==> config.mk <==
export PLATFORM = sky130hd
export DESIGN_NAME = base32_stream_encoder_flat
export DESIGN_NICKNAME = d
export VERILOG_FILES = /design/src/hdl/b32e_pkg.sv /design/src/hdl/b32e_msg_if.sv /design/src/hdl/b32e_enc_if.sv /design/src/hdl/b32e_front.sv /design/src/hdl/b32e_queue.sv /design/src/hdl/b32e_back.sv /design/src/hdl/base32_stream_encoder.sv /design/src/flat_wrapper.sv
export SDC_FILE = /design/constraint.sdc
export NUM_CORES = 1
export LEC_CHECK = 0
export ABC_AREA = 1
export CORE_MARGIN = 2
export CORE_UTILIZATION = 36
export DETAILED_ROUTE_END_ITERATION = 7
export DONT_BUFFER_PORTS = 1
export GPL_TIMING_DRIVEN = 0
export SLEW_MARGIN = 5
export SYNTH_ARGS = -nofsm -noshare
export SYNTH_HDL_FRONTEND = slang
export SYNTH_SLANG_ARGS = --single-unit
==> constraint.sdc <==
create_clock -name clk -period 6.35 [get_ports clk]
set_input_delay 0.3175 -clock clk [delete_from_list [all_inputs] [get_ports clk]]
set_output_delay 0.3175 -clock clk [all_outputs]
set_load 0.03 [all_outputs]
==> src/hdl/b32e_pkg.sv <==
`timescale 1ns / 1ps
// ---------------------------------------------------------------------------
// Base32 stream encoder package
// Shared widths, constants, the queue command word and the alphabet lookup.
// ---------------------------------------------------------------------------
package b32e_pkg;

	localparam int BYTE_W      = 8;
	localparam int SYM_W       = 5;
	localparam int CHAR_W      = 7;
	localparam int BITS_W      = 4;
	localparam int LCNT_W      = 3;
	localparam int POS_W       = 3;
	localparam int NSYM        = 3;
	localparam int NSYM_W      = 2;
	localparam int IDX_W       = 4;
	localparam int QUEUE_DEPTH = 2;

	localparam logic [CHAR_W-1:0] PAD_CODE = 7'd61;

	typedef struct packed {
		logic [NSYM-1:0][SYM_W-1:0] syms;
		logic [NSYM_W-1:0]          nsym;
		logic [POS_W-1:0]           npad;
		logic                       last_flag;
	} b32e_cmd_t;

	typedef struct packed {
		logic [LCNT_W-1:0] leftover_count;
		logic [POS_W-1:0]  out_position;
	} b32e_stat_t;

	function automatic logic [CHAR_W-1:0] sym_code(input logic [SYM_W-1:0] v);
		logic [CHAR_W-1:0] r;
		if (v < 5'd26) begin
			r = CHAR_W'(v) + 7'd65;
		end else begin
			r = CHAR_W'(v) + 7'd24;
		end
		return r;
	endfunction

endpackage

==> src/hdl/b32e_msg_if.sv <==
`timescale 1ns / 1ps
// ---------------------------------------------------------------------------
// Message byte channel
// Carries one message byte word with its end marker under valid and ready.
// ---------------------------------------------------------------------------
interface b32e_msg_if;
	import b32e_pkg::*;

	logic              valid;
	logic              ready;
	logic [BYTE_W-1:0] byte_value;
	logic              has_byte;
	logic              end_of_message;

	modport source (output valid, output byte_value, output has_byte,
		output end_of_message, input ready);
	modport sink (input valid, input byte_value, input has_byte,
		input end_of_message, output ready);

endinterface

==> src/hdl/b32e_enc_if.sv <==
`timescale 1ns / 1ps
// ---------------------------------------------------------------------------
// Encoded character channel
// Carries one character word with its last flag under valid and ready.
// ---------------------------------------------------------------------------
interface b32e_enc_if;
	import b32e_pkg::*;

	logic              valid;
	logic              ready;
	logic [CHAR_W-1:0] char_code;
	logic              last_char;

	modport source (output valid, output char_code, output last_char, input ready);
	modport sink (input valid, input char_code, input last_char, output ready);

endinterface

==> src/hdl/b32e_front.sv <==
`timescale 1ns / 1ps
// ---------------------------------------------------------------------------
// Base32 encoder front end
// Accepts byte words, tracks leftover bits and output position, and turns
// each word that yields symbols or padding into a command for the back end.
// ---------------------------------------------------------------------------
module b32e_front (
	input  logic               clk,
	input  logic               arst_n,
	b32e_msg_if.sink           msg,
	output b32e_pkg::b32e_cmd_t cmd,
	output logic               cmd_valid,
	input  logic               cmd_ready,
	output b32e_pkg::b32e_stat_t stat
);
	import b32e_pkg::*;

	logic [BITS_W-1:0] bits_q;
	logic [LCNT_W-1:0] cnt_q;
	logic [POS_W-1:0]  pos_q;

	logic [BITS_W+BYTE_W-1:0] acc;
	logic                     two;
	logic [SYM_W-1:0]         c0;
	logic [SYM_W-1:0]         c1;
	logic [SYM_W-1:0]         fsym;
	logic [NSYM_W-1:0]        nb;
	logic [LCNT_W-1:0]        cnt_b;
	logic [BITS_W-1:0]        bits_b;
	logic [BITS_W:0]          mask;
	logic [POS_W-1:0]         pos_b;
	logic [POS_W-1:0]         pos_f;
	logic                     flush;
	logic                     accept;

	assign accept    = msg.valid && msg.ready;
	assign msg.ready = cmd_ready;

	always_comb begin
		acc  = {bits_q, msg.byte_value};
		two  = (cnt_q >= 3'd2);
		c0   = SYM_W'(acc >> (cnt_q + 3'd3));
		c1   = two ? SYM_W'(acc >> (cnt_q - 3'd2)) : '0;
		if (msg.has_byte) begin
			nb    = two ? 2'd2 : 2'd1;
			cnt_b = two ? (cnt_q - 3'd2) : (cnt_q + 3'd3);
			mask  = (5'd1 << cnt_b) - 5'd1;
			bits_b = acc[BITS_W-1:0] & mask[BITS_W-1:0];
		end else begin
			nb     = 2'd0;
			cnt_b  = cnt_q;
			mask   = '0;
			bits_b = bits_q;
		end
		pos_b = pos_q + POS_W'(nb);
		flush = msg.end_of_message && (cnt_b != '0);
		fsym  = SYM_W'({1'b0, bits_b} << (3'd5 - cnt_b));
		pos_f = pos_b + POS_W'(flush);

		cmd.syms[0]   = (nb != 2'd0) ? c0 : fsym;
		cmd.syms[1]   = (nb == 2'd2) ? c1 : fsym;
		cmd.syms[2]   = fsym;
		cmd.nsym      = nb + NSYM_W'(flush);
		cmd.npad      = msg.end_of_message ? (POS_W'(0) - pos_f) : '0;
		cmd.last_flag = msg.end_of_message;
	end

	assign cmd_valid = accept && ((cmd.nsym != '0) || (cmd.npad != '0));

	always_ff @(posedge clk or negedge arst_n) begin
		if (!arst_n) begin
			bits_q <= '0;
			cnt_q  <= '0;
			pos_q  <= '0;
		end else if (accept) begin
			if (msg.end_of_message) begin
				bits_q <= '0;
				cnt_q  <= '0;
				pos_q  <= '0;
			end else begin
				bits_q <= bits_b;
				cnt_q  <= cnt_b;
				pos_q  <= pos_b;
			end
		end
	end

	assign stat.leftover_count = cnt_q;
	assign stat.out_position   = pos_q;

endmodule

==> src/hdl/b32e_queue.sv <==
`timescale 1ns / 1ps
// ---------------------------------------------------------------------------
// Base32 encoder command queue
// Short first-in first-out queue of commands between front and back end.
// ---------------------------------------------------------------------------
module b32e_queue #(
	parameter int DEPTH = b32e_pkg::QUEUE_DEPTH
) (
	input  logic                clk,
	input  logic                arst_n,
	input  b32e_pkg::b32e_cmd_t in_cmd,
	input  logic                in_valid,
	output logic                in_ready,
	output b32e_pkg::b32e_cmd_t out_cmd,
	output logic                out_valid,
	input  logic                out_pop
);
	import b32e_pkg::*;

	localparam int PTR_W = (DEPTH > 1) ? $clog2(DEPTH) : 1;
	localparam int CNT_W = $clog2(DEPTH + 1);

	b32e_cmd_t          entries [DEPTH];
	logic [PTR_W-1:0]   wr_ptr_q;
	logic [PTR_W-1:0]   rd_ptr_q;
	logic [CNT_W-1:0]   count_q;
	logic               push;
	logic               pop;

	assign in_ready  = (count_q != CNT_W'(DEPTH));
	assign out_valid = (count_q != '0);
	assign out_cmd   = entries[rd_ptr_q];
	assign push      = in_valid && in_ready;
	assign pop       = out_pop && out_valid;

	always_ff @(posedge clk) begin
		if (push) begin
			entries[wr_ptr_q] <= in_cmd;
		end
	end

	always_ff @(posedge clk or negedge arst_n) begin
		if (!arst_n) begin
			wr_ptr_q <= '0;
			rd_ptr_q <= '0;
			count_q  <= '0;
		end else begin
			if (push) begin
				wr_ptr_q <= (wr_ptr_q == PTR_W'(DEPTH - 1)) ? '0 : wr_ptr_q + 1'b1;
			end
			if (pop) begin
				rd_ptr_q <= (rd_ptr_q == PTR_W'(DEPTH - 1)) ? '0 : rd_ptr_q + 1'b1;
			end
			if (push && !pop) begin
				count_q <= count_q + 1'b1;
			end else if (pop && !push) begin
				count_q <= count_q - 1'b1;
			end
		end
	end

endmodule

==> src/hdl/b32e_back.sv <==
`timescale 1ns / 1ps
// ---------------------------------------------------------------------------
// Base32 encoder back end
// Steps through each command, one character word per cycle while the output
// is not stalled, into a registered output stage.
// ---------------------------------------------------------------------------
module b32e_back (
	input  logic                clk,
	input  logic                arst_n,
	input  b32e_pkg::b32e_cmd_t head,
	input  logic                head_valid,
	output logic                pop,
	b32e_enc_if.source          enc
);
	import b32e_pkg::*;

	b32e_cmd_t         cur_q;
	logic              cur_valid_q;
	logic [IDX_W-1:0]  idx_q;
	logic              out_valid_q;
	logic [CHAR_W-1:0] char_q;
	logic              last_q;

	logic [IDX_W-1:0]  total;
	logic              advance;
	logic              fin;
	logic [SYM_W-1:0]  sym_sel;
	logic [CHAR_W-1:0] cur_char;

	always_comb begin
		total   = IDX_W'(cur_q.nsym) + IDX_W'(cur_q.npad);
		advance = cur_valid_q && (!out_valid_q || enc.ready);
		fin     = (idx_q == total - 1'b1);
		case (idx_q[NSYM_W-1:0])
			2'd0:    sym_sel = cur_q.syms[0];
			2'd1:    sym_sel = cur_q.syms[1];
			default: sym_sel = cur_q.syms[2];
		endcase
		cur_char = (idx_q < IDX_W'(cur_q.nsym)) ? sym_code(sym_sel) : PAD_CODE;
	end

	assign pop = head_valid && (!cur_valid_q || (advance && fin));

	always_ff @(posedge clk or negedge arst_n) begin
		if (!arst_n) begin
			cur_valid_q <= 1'b0;
			idx_q       <= '0;
			out_valid_q <= 1'b0;
		end else begin
			if (pop) begin
				cur_valid_q <= 1'b1;
				idx_q       <= '0;
			end else if (advance && fin) begin
				cur_valid_q <= 1'b0;
			end else if (advance) begin
				idx_q <= idx_q + 1'b1;
			end
			if (advance) begin
				out_valid_q <= 1'b1;
			end else if (enc.ready) begin
				out_valid_q <= 1'b0;
			end
		end
	end

	always_ff @(posedge clk) begin
		if (pop) begin
			cur_q <= head;
		end
		if (advance) begin
			char_q <= cur_char;
			last_q <= cur_q.last_flag && fin;
		end
	end

	assign enc.valid     = out_valid_q;
	assign enc.char_code = char_q;
	assign enc.last_char = last_q;

endmodule

==> src/hdl/base32_stream_encoder.sv <==
`timescale 1ns / 1ps
// ---------------------------------------------------------------------------
// Base32 stream encoder
// Encodes message bytes into Base32 characters with flush and padding.
// ---------------------------------------------------------------------------
// Throughput: one character per cycle from the back end's output register while
// the output is not stalled; a byte yields one or two characters, with end of message up to eight.
// A new word is taken whenever the command queue has room.
// Reset clears the leftover bits, counts, queue and output stage at once.
module base32_stream_encoder #(
	parameter int QUEUE_DEPTH = b32e_pkg::QUEUE_DEPTH
) (
	input logic        clk,
	input logic        arst_n,
	b32e_msg_if.sink   msg,
	b32e_enc_if.source enc
);
	import b32e_pkg::*;

	b32e_cmd_t  front_cmd;
	logic       front_valid;
	logic       queue_ready;
	b32e_cmd_t  head_cmd;
	logic       head_valid;
	logic       head_pop;
	b32e_stat_t front_stat;

	b32e_front u_front (
		.clk       (clk),
		.arst_n    (arst_n),
		.msg       (msg),
		.cmd       (front_cmd),
		.cmd_valid (front_valid),
		.cmd_ready (queue_ready),
		.stat      (front_stat)
	);

	b32e_queue #(
		.DEPTH (QUEUE_DEPTH)
	) u_queue (
		.clk       (clk),
		.arst_n    (arst_n),
		.in_cmd    (front_cmd),
		.in_valid  (front_valid),
		.in_ready  (queue_ready),
		.out_cmd   (head_cmd),
		.out_valid (head_valid),
		.out_pop   (head_pop)
	);

	b32e_back u_back (
		.clk        (clk),
		.arst_n     (arst_n),
		.head       (head_cmd),
		.head_valid (head_valid),
		.pop        (head_pop),
		.enc        (enc)
	);

	a_leftover_range: assert property (@(posedge clk) disable iff (!arst_n)
		front_stat.leftover_count <= 3'd4)
		else $error("leftover count above four");

	a_end_clears: assert property (@(posedge clk) disable iff (!arst_n)
		(msg.valid && msg.ready && msg.end_of_message) |=>
		(front_stat.leftover_count == '0 && front_stat.out_position == '0))
		else $error("state not cleared after end of message");

	a_push_room: assert property (@(posedge clk) disable iff (!arst_n)
		front_valid |-> (queue_ready && (front_cmd.nsym != '0 || front_cmd.npad != '0)))
		else $error("empty command or push into a full queue");

	a_pop_valid: assert property (@(posedge clk) disable iff (!arst_n)
		head_pop |-> head_valid)
		else $error("pop from an empty queue");

endmodule

==> src/flat_wrapper.sv <==
// flat-port wrapper written by rule: the top's interface ports become plain ports
module base32_stream_encoder_flat import b32e_pkg::*;
#(
	parameter int QUEUE_DEPTH = b32e_pkg::QUEUE_DEPTH
)
  (clk, arst_n, msg_valid, msg_byte_value, msg_has_byte, msg_end_of_message, msg_ready, enc_valid, enc_char_code, enc_last_char, enc_ready);
  b32e_msg_if msg_i ();
  b32e_enc_if enc_i ();
  input logic clk;
  input logic arst_n;
  input wire logic [$bits(msg_i.valid)-1:0] msg_valid;
  input wire logic [$bits(msg_i.byte_value)-1:0] msg_byte_value;
  input wire logic [$bits(msg_i.has_byte)-1:0] msg_has_byte;
  input wire logic [$bits(msg_i.end_of_message)-1:0] msg_end_of_message;
  output wire logic [$bits(msg_i.ready)-1:0] msg_ready;
  output wire logic [$bits(enc_i.valid)-1:0] enc_valid;
  output wire logic [$bits(enc_i.char_code)-1:0] enc_char_code;
  output wire logic [$bits(enc_i.last_char)-1:0] enc_last_char;
  input wire logic [$bits(enc_i.ready)-1:0] enc_ready;
  assign msg_i.valid = msg_valid;
  assign msg_i.byte_value = msg_byte_value;
  assign msg_i.has_byte = msg_has_byte;
  assign msg_i.end_of_message = msg_end_of_message;
  assign msg_ready = msg_i.ready;
  assign enc_valid = enc_i.valid;
  assign enc_char_code = enc_i.char_code;
  assign enc_last_char = enc_i.last_char;
  assign enc_i.ready = enc_ready;
  base32_stream_encoder #(.QUEUE_DEPTH(QUEUE_DEPTH)) u_core (.clk(clk), .arst_n(arst_n), .msg(msg_i), .enc(enc_i));
endmodule
==> results.toml, run 1 <==
[layout]
fin_util_pct = 41.2
seq_area_mm2 = 0.00263
multi_input_area_mm2 = 0.00199
antenna_cells = 0
fillers = 1359
final_nets = 586
fin_cells = 731
syn2layout_area_growth_pct = 11.1
drive_above_1_share_pct = 10.5

[clock_tree]
cts_made_buffers = 9
clk-insertion-delay-late_ns = 0.33
clockRootBuffer = "clkbuf_16"
clk_pin_slew_ns = 0.06
htree_levels = 3
numClockSinks = 91
cts_tree = "yes"
cts_max_path_buffers = 2

[grt]
gr-usage-met1_pct = 18.8
top_usage_layer = "met2"
grt_max_degree = 23
grt_pass1_vias = 3554
met3_usage_pct = 2.77
grt_pass1_wl_um = 16900
grt_antenna_before_repair = 0
grt_use_total_pct = 14.7
grt_overflow = 0
use_met2_pct = 24.6

[detailed_routing]
wl_per_cell_um = 13.6
routed_via_density = 4.82
drt_iter0_drc = 190
antenna_left = 0
dr_total_vias = 3522
drcViolationCount = 0
drt_pre_antenna_iters = 4
routed_wl_um = 9940

[setup_path]
path_max_fanout = 17
arrival_ns = 4.46
required_ns = 6.39
r2r_slack_ns = 1.92
startpoint_type = "register"
endpoint_kind = "register"
endpoint = "u_core.u_queue.entries[1][10]"
cp-startpoint = "u_core.u_front.cnt_q[0]"
reg2reg_depth = 25
critPathKind = "reg -> reg"
reg2reg_to = "u_core.u_queue.entries[1][10]"
r2r-start = "u_core.u_front.cnt_q[0]"

[timing]
finalSetupViolations = 0
fin_crit_ns = 4.43
min_period_over_period_pct = 69.7
holdWs_ns = 0.0815
fmax_mhz = 226
drv_slew = 0
slew_headroom_pct = 35.5
rsz0062_at_grt = "no"
fin_worst_skew_ns = 0.00634
tightest_slew_ns = 0.964
setup_tns_ns = 0
hold_viol = 0

[yosys]
synth_area_leaders = "edfxtp_1, nand2_1, dfrtp_1, ha_1, inv_1"
muxShareOfSynthArea_pct = 0
synth_top_family_by_area = "simple AND/OR/NAND/NOR gates"
synth_xor_area_share_pct = 1.95
syn_nets = 572
synthArstFlopShare_pct = 22.0
synth_cells = 536
synthFlopType = "edfxtp_1"
synth_adder_area_share_pct = 5.87
synth_compound_area_share_pct = 11.3
postSynthAreaPerCell_um2 = 9.23
yosysTopAreaCell = "edfxtp_1"
ys_seq_area_share_pct = 53.2
synthSimpleGateAreaFrac_pct = 20.9
synth_edf_count = 71
ys_ff_latch = 91
yosys.area.top_type_share_pct = 43.1
synth_cell_type_count = 43
syn_area_mm2 = 0.00495
yosysWarnings = 0

[placement]
hpwl_um = 7520
place_congestion = 0.902
numPlacedInstances = 714
io_buffer_count = 0

[worst_hold_path]
hp-class = "in -> reg"

[floorplan]
core_area_mm2 = 0.0133
start_util_pct = 37.1
dieWidth_um = 121
io_pins = 24
dieArea_mm2 = 0.0147
die_height_um = 121
rows = 42

[job]
max_cap_violations = 0

[outcome]
outcome = "finished clean"
## layer usage
metal / vias up / wire, µm
li1: 1811 / -
met3: 16 / 312
met5: - / 0
met2: 62 / 4670
met1: 1633 / 4730
met4: 0 / 226
## through the flow
stage / instance area (µm²) / worst slack (ns)
2_1_floorplan: 4950 / 1.96
3_5_place_dp: 5200 / 1.93
3_3_place_gp: 5170 / 1.01
4_1_cts: 5500 / 1.89
5_1_grt: 5500 / 1.56
6_report: 5500 / 1.92
## synthesized netlist by cell type (2+ instances only)
library cell and instances:
a21oi_1 24, o21ai_1 4, dfrtp_1 20, nor3_1 5
nor2_1 22, nand2_4 4, o21ai_0 35, ha_1 20
o211ai_1 7, nand4_1 3, xor2_1 6, nand2_1 158
inv_2 5, inv_1 61, a21oi_2 2, fa_1 2
edfxtp_1 71, clkbuf_1 8, nand3_1 26, o22ai_1 6
nand2_2 10, o21a_1 2, xnor2_1 5, a22o_1 3
buf_2 4, nor2_2 2, o21ai_2 5
## sequential cells by signal, indices dropped and copies added, names as in the netlist
signal,cells
u_core.u_back.cur_q,21
u_core.u_back.cur_valid_q,1
u_core.u_back.enc.char_code,7
u_core.u_back.enc.last_char,1
u_core.u_back.enc.valid,1
u_core.u_back.idx_q,4
u_core.u_front.bits_q,4
u_core.u_front.cnt_q,3
u_core.u_front.pos_q,3
u_core.u_queue.count_q,2
u_core.u_queue.entries,42
u_core.u_queue.rd_ptr_q,1
u_core.u_queue.wr_ptr_q,1
## critical path, stage by stage (launching register included)
cell,delay [ns]
dfrtp_1,0.39
buf_2,0.19
inv_1,0.09
buf_2,0.21
buf_2,0.29
ha_1,0.27
buf_2,0.17
inv_1,0.08
nand3_1,0.09
nand2_2,0.13
inv_2,0.07
o21ai_4,0.21
nor2_1,0.10
a21oi_1,0.19
inv_1,0.06
ha_1,0.18
ha_1,0.27
nand2_1,0.05
inv_1,0.08
nor3_1,0.05
nand2_1,0.07
nor2_1,0.04
nor2_1,0.20
inv_1,0.11
nor2_2,0.30
buf_8,0.23
## what timing repair did
action / in CTS / in global routing
hold buffers: 1 / 0
endpoints found under the hold margin: 20 / 0
gates resized for setup: 0 / 0
buffers inserted: 0 / 0
## cell families after synthesis
logic type	Yosys count
AO/OA/AOI/OAI	93
XOR/XNOR	11
adder cells (fa/ha/maj)	22
buffers and inverters	83
flip-flops	91
AND/OR/NAND/NOR	236
## placed cells by master, fill, tap and decap left out, types with 10 or more instances in the layout
master,n
nand2_1,158
edfxtp_1,71
inv_1,61
o21ai_0,35
nand3_1,26
a21oi_1,24
nor2_1,20
ha_1,20
dfrtp_1,20
nand2_2,10
## layout make-up
type	instances	area share [%]
multi-input combinational	362	36.1
inverter	68	4.74
sequential	91	47.9
buffer	15	1.32
timing repair buffer	3	0.729
clock buffer	9	4.10
clock inverter	7	1.07
tap	176	4.01
## worst min-delay path by stage
| stage | cells after the start | start | slack [ns] | to |
|---|---|---|---|---|
| global route | 0 | msg_end_of_message | 0.06 | u_core.u_queue.entries[1][0] |
| global placement | 0 | arst_n | 0.02 | u_core.u_back.enc.valid |
| finish | 0 | msg_end_of_message | 0.08 | u_core.u_queue.entries[0][0] |
| CTS | 0 | msg_end_of_message | 0.07 | u_core.u_queue.entries[0][0] |
| floorplan | 0 | arst_n | 0.02 | u_core.u_back.cur_valid_q |
| detailed placement | 0 | arst_n | 0.02 | u_core.u_back.enc.valid |
Power of run 1 is left out: the tool's default activity adds up to more than one toggle a clock period on the data nets, which glitch-free logic cannot reach.
==> run 2, diff against run 1 <==
==> constraint.sdc (replaced) <==
create_clock -name clk -period 3.56 [get_ports clk]
set_input_delay 0.178 -clock clk [delete_from_list [all_inputs] [get_ports clk]]
set_output_delay 0.178 -clock clk [all_outputs]
set_load 0.03 [all_outputs]
==> run 2 against run 1 <==
Critical path depth decreased by 9. Design area rose by 8.5%. Worst hold slack lost 0.032 ns. Register-to-register slack lost 1.7 ns. Via count up 5.3%. Routed wire length grew 10%. Utilization increased by 3.5 points. Worst setup slack worse by 1.7 ns. Critical path type unchanged. Critical endpoint is now u_core.u_queue.entries[0][16]. Largest cell class unchanged.
==> results.toml, run 2 (same netlist as run 1, synthesis figures left out) <==
[outcome]
outcome = "finished clean"

[timing]
fin_crit_ns = 3.35
finalSetupViolations = 0
fin_worst_skew_ns = 0.00528
holdWs_ns = 0.0497
min_period_over_period_pct = 94.2
setup_slack_ns = 0.208
tightest_slew_ns = 1.05
rsz0062_at_grt = "no"
setup_tns_ns = 0
fmax_mhz = 298
slew_headroom_pct = 29.5
drv_slew = 0
hold_viol = 0

[detailed_routing]
routed_wl_um = 10900
antenna_left = 0
drt_pre_antenna_iters = 5
wl_per_cell_um = 14.4
routed_via_density = 4.88
drt_iter0_drc = 232
drcViolationCount = 0
dr_total_vias = 3708

[clock_tree]
clk_pin_slew_ns = 0.06
cts_made_buffers = 9
clockRootBuffer = "clkbuf_16"
clk-insertion-delay-late_ns = 0.34
numClockSinks = 91
htree_levels = 3
cts_max_path_buffers = 2
cts_tree = "yes"

[placement]
place_congestion = 0.962
place_worst_setup_slack_ns = -0.544
hpwl_um = 7420
io_buffer_count = 0

[layout]
antenna_cells = 0
fin_util_pct = 44.7
drive_above_1_share_pct = 18.5
final_nets = 615
final_common_cell = "nand2_1"
syn2layout_area_growth_pct = 20.6
fillers = 1272
largest_register_ffs = 42
layout_common_cells = "nand2_1, edfxtp_1, inv_1, o21ai_0, buf_4"
multi_input_area_mm2 = 0.00212
top_register = "u_core.u_queue.entries"
seq_area_mm2 = 0.00263

[job]
max_cap_violations = 0

[setup_path]
startpoint_type = "register"
path_max_fanout = 11
critPathKind = "reg -> reg"
cp_cell_sequence = "inv_2 > buf_6 > ha_4 > nand2_8 > nor2_4 > ha_2 > inv_1 > fa_1 > ha_1 > o21ai_0 > a21oi_2 > nor2_2 > nor2_4 > clkinv_4 > nor2_4 > clkbuf_16"
endpoint_kind = "register"
cp_common_cell = "nor2_4"
cpPeakStageDelay_ns = 0.52
crit_slowest_cell = "fa_1"
arrival_ns = 3.41
required_ns = 3.62

[floorplan]
dieWidth_um = 121
rows = 42
dieArea_mm2 = 0.0147
core_area_mm2 = 0.0133
start_util_pct = 37.1
die_height_um = 121
io_pins = 24

[grt]
grt_antenna_before_repair = 0
grt_pass1_vias = 3589
grt_use_total_pct = 15.5
grt_pass1_wl_um = 17500
grt_max_degree = 23
grt_overflow = 0

[worst_hold_path]
hp-class = "in -> reg"
run 2: through the flow:
step / std cells / area, µm²
after floorplan: 536 / 5010
after CTS: 751 / 5810
after global placement: 712 / 5230
final: 760 / 5960
after global routing: 760 / 5960
after detailed placement: 712 / 5230
run 2: worst max-delay path, delay by kind of cell, from the launching register on:
family          cells  cell delay, ns
fa+ha+maj           4            1.05
flops               1            0.43
simple gates        5            0.66
buf+inv             5            0.62
compound gates      2            0.29
run 2: layout make-up:
type,count,share of cell area [%]
Sequential cell,91,44.2
Clock inverter,7,1.55
Clock buffer,9,3.78
Multi-Input combinational cell,364,35.6
Timing Repair inverter,1,0.126
Inverter,68,4.80
Tap cell,176,3.69
Buffer,12,1.20
Timing Repair Buffer,32,5.08
run 2: path summary, 6_finish.rpt:
check | startpoint | endpoint | slack [ns] | cells past startpoint
setup reg to reg | u_core.u_front.cnt_q[1] | u_core.u_queue.entries[0][16] | 0.21 | 16
hold / removal | msg_end_of_message | u_core.u_queue.entries[1][2] | 0.05 | 2
max in group asynchronous | arst_n | u_core.u_front.cnt_q[1] | 2.37 | 1
min in group asynchronous | arst_n | u_core.u_queue.rd_ptr_q | 0.48 | 1
setup / recovery | u_core.u_front.cnt_q[1] | u_core.u_queue.entries[0][16] | 0.21 | 16
hold reg to reg | u_core.u_back.cur_valid_q | u_core.u_back.enc.valid | 0.50 | 2
run 2: what timing repair did:
| action | in CTS | in global routing |
|---|---|---|
| gates cloned | 2 | 2 |
| hold buffers | 3 | 0 |
| setup endpoints to repair | 45 | 67 |
| resized for setup | 11 | 25 |
| buffers inserted | 18 | 10 |
| pin swaps | 10 | 13 |
| hold endpoints to repair | 23 | 0 |
run 2: routing by layer:
layer,share of wire (%),GRT usage (%),vias to the layer above
met3,4.5,3.43,24
met2,49,25.5,93
met5,0,0,-
met4,2.5,7.33,0
met1,44,19.2,1720
li1,-,-,1871
Power of run 2 is left out for the same reason.
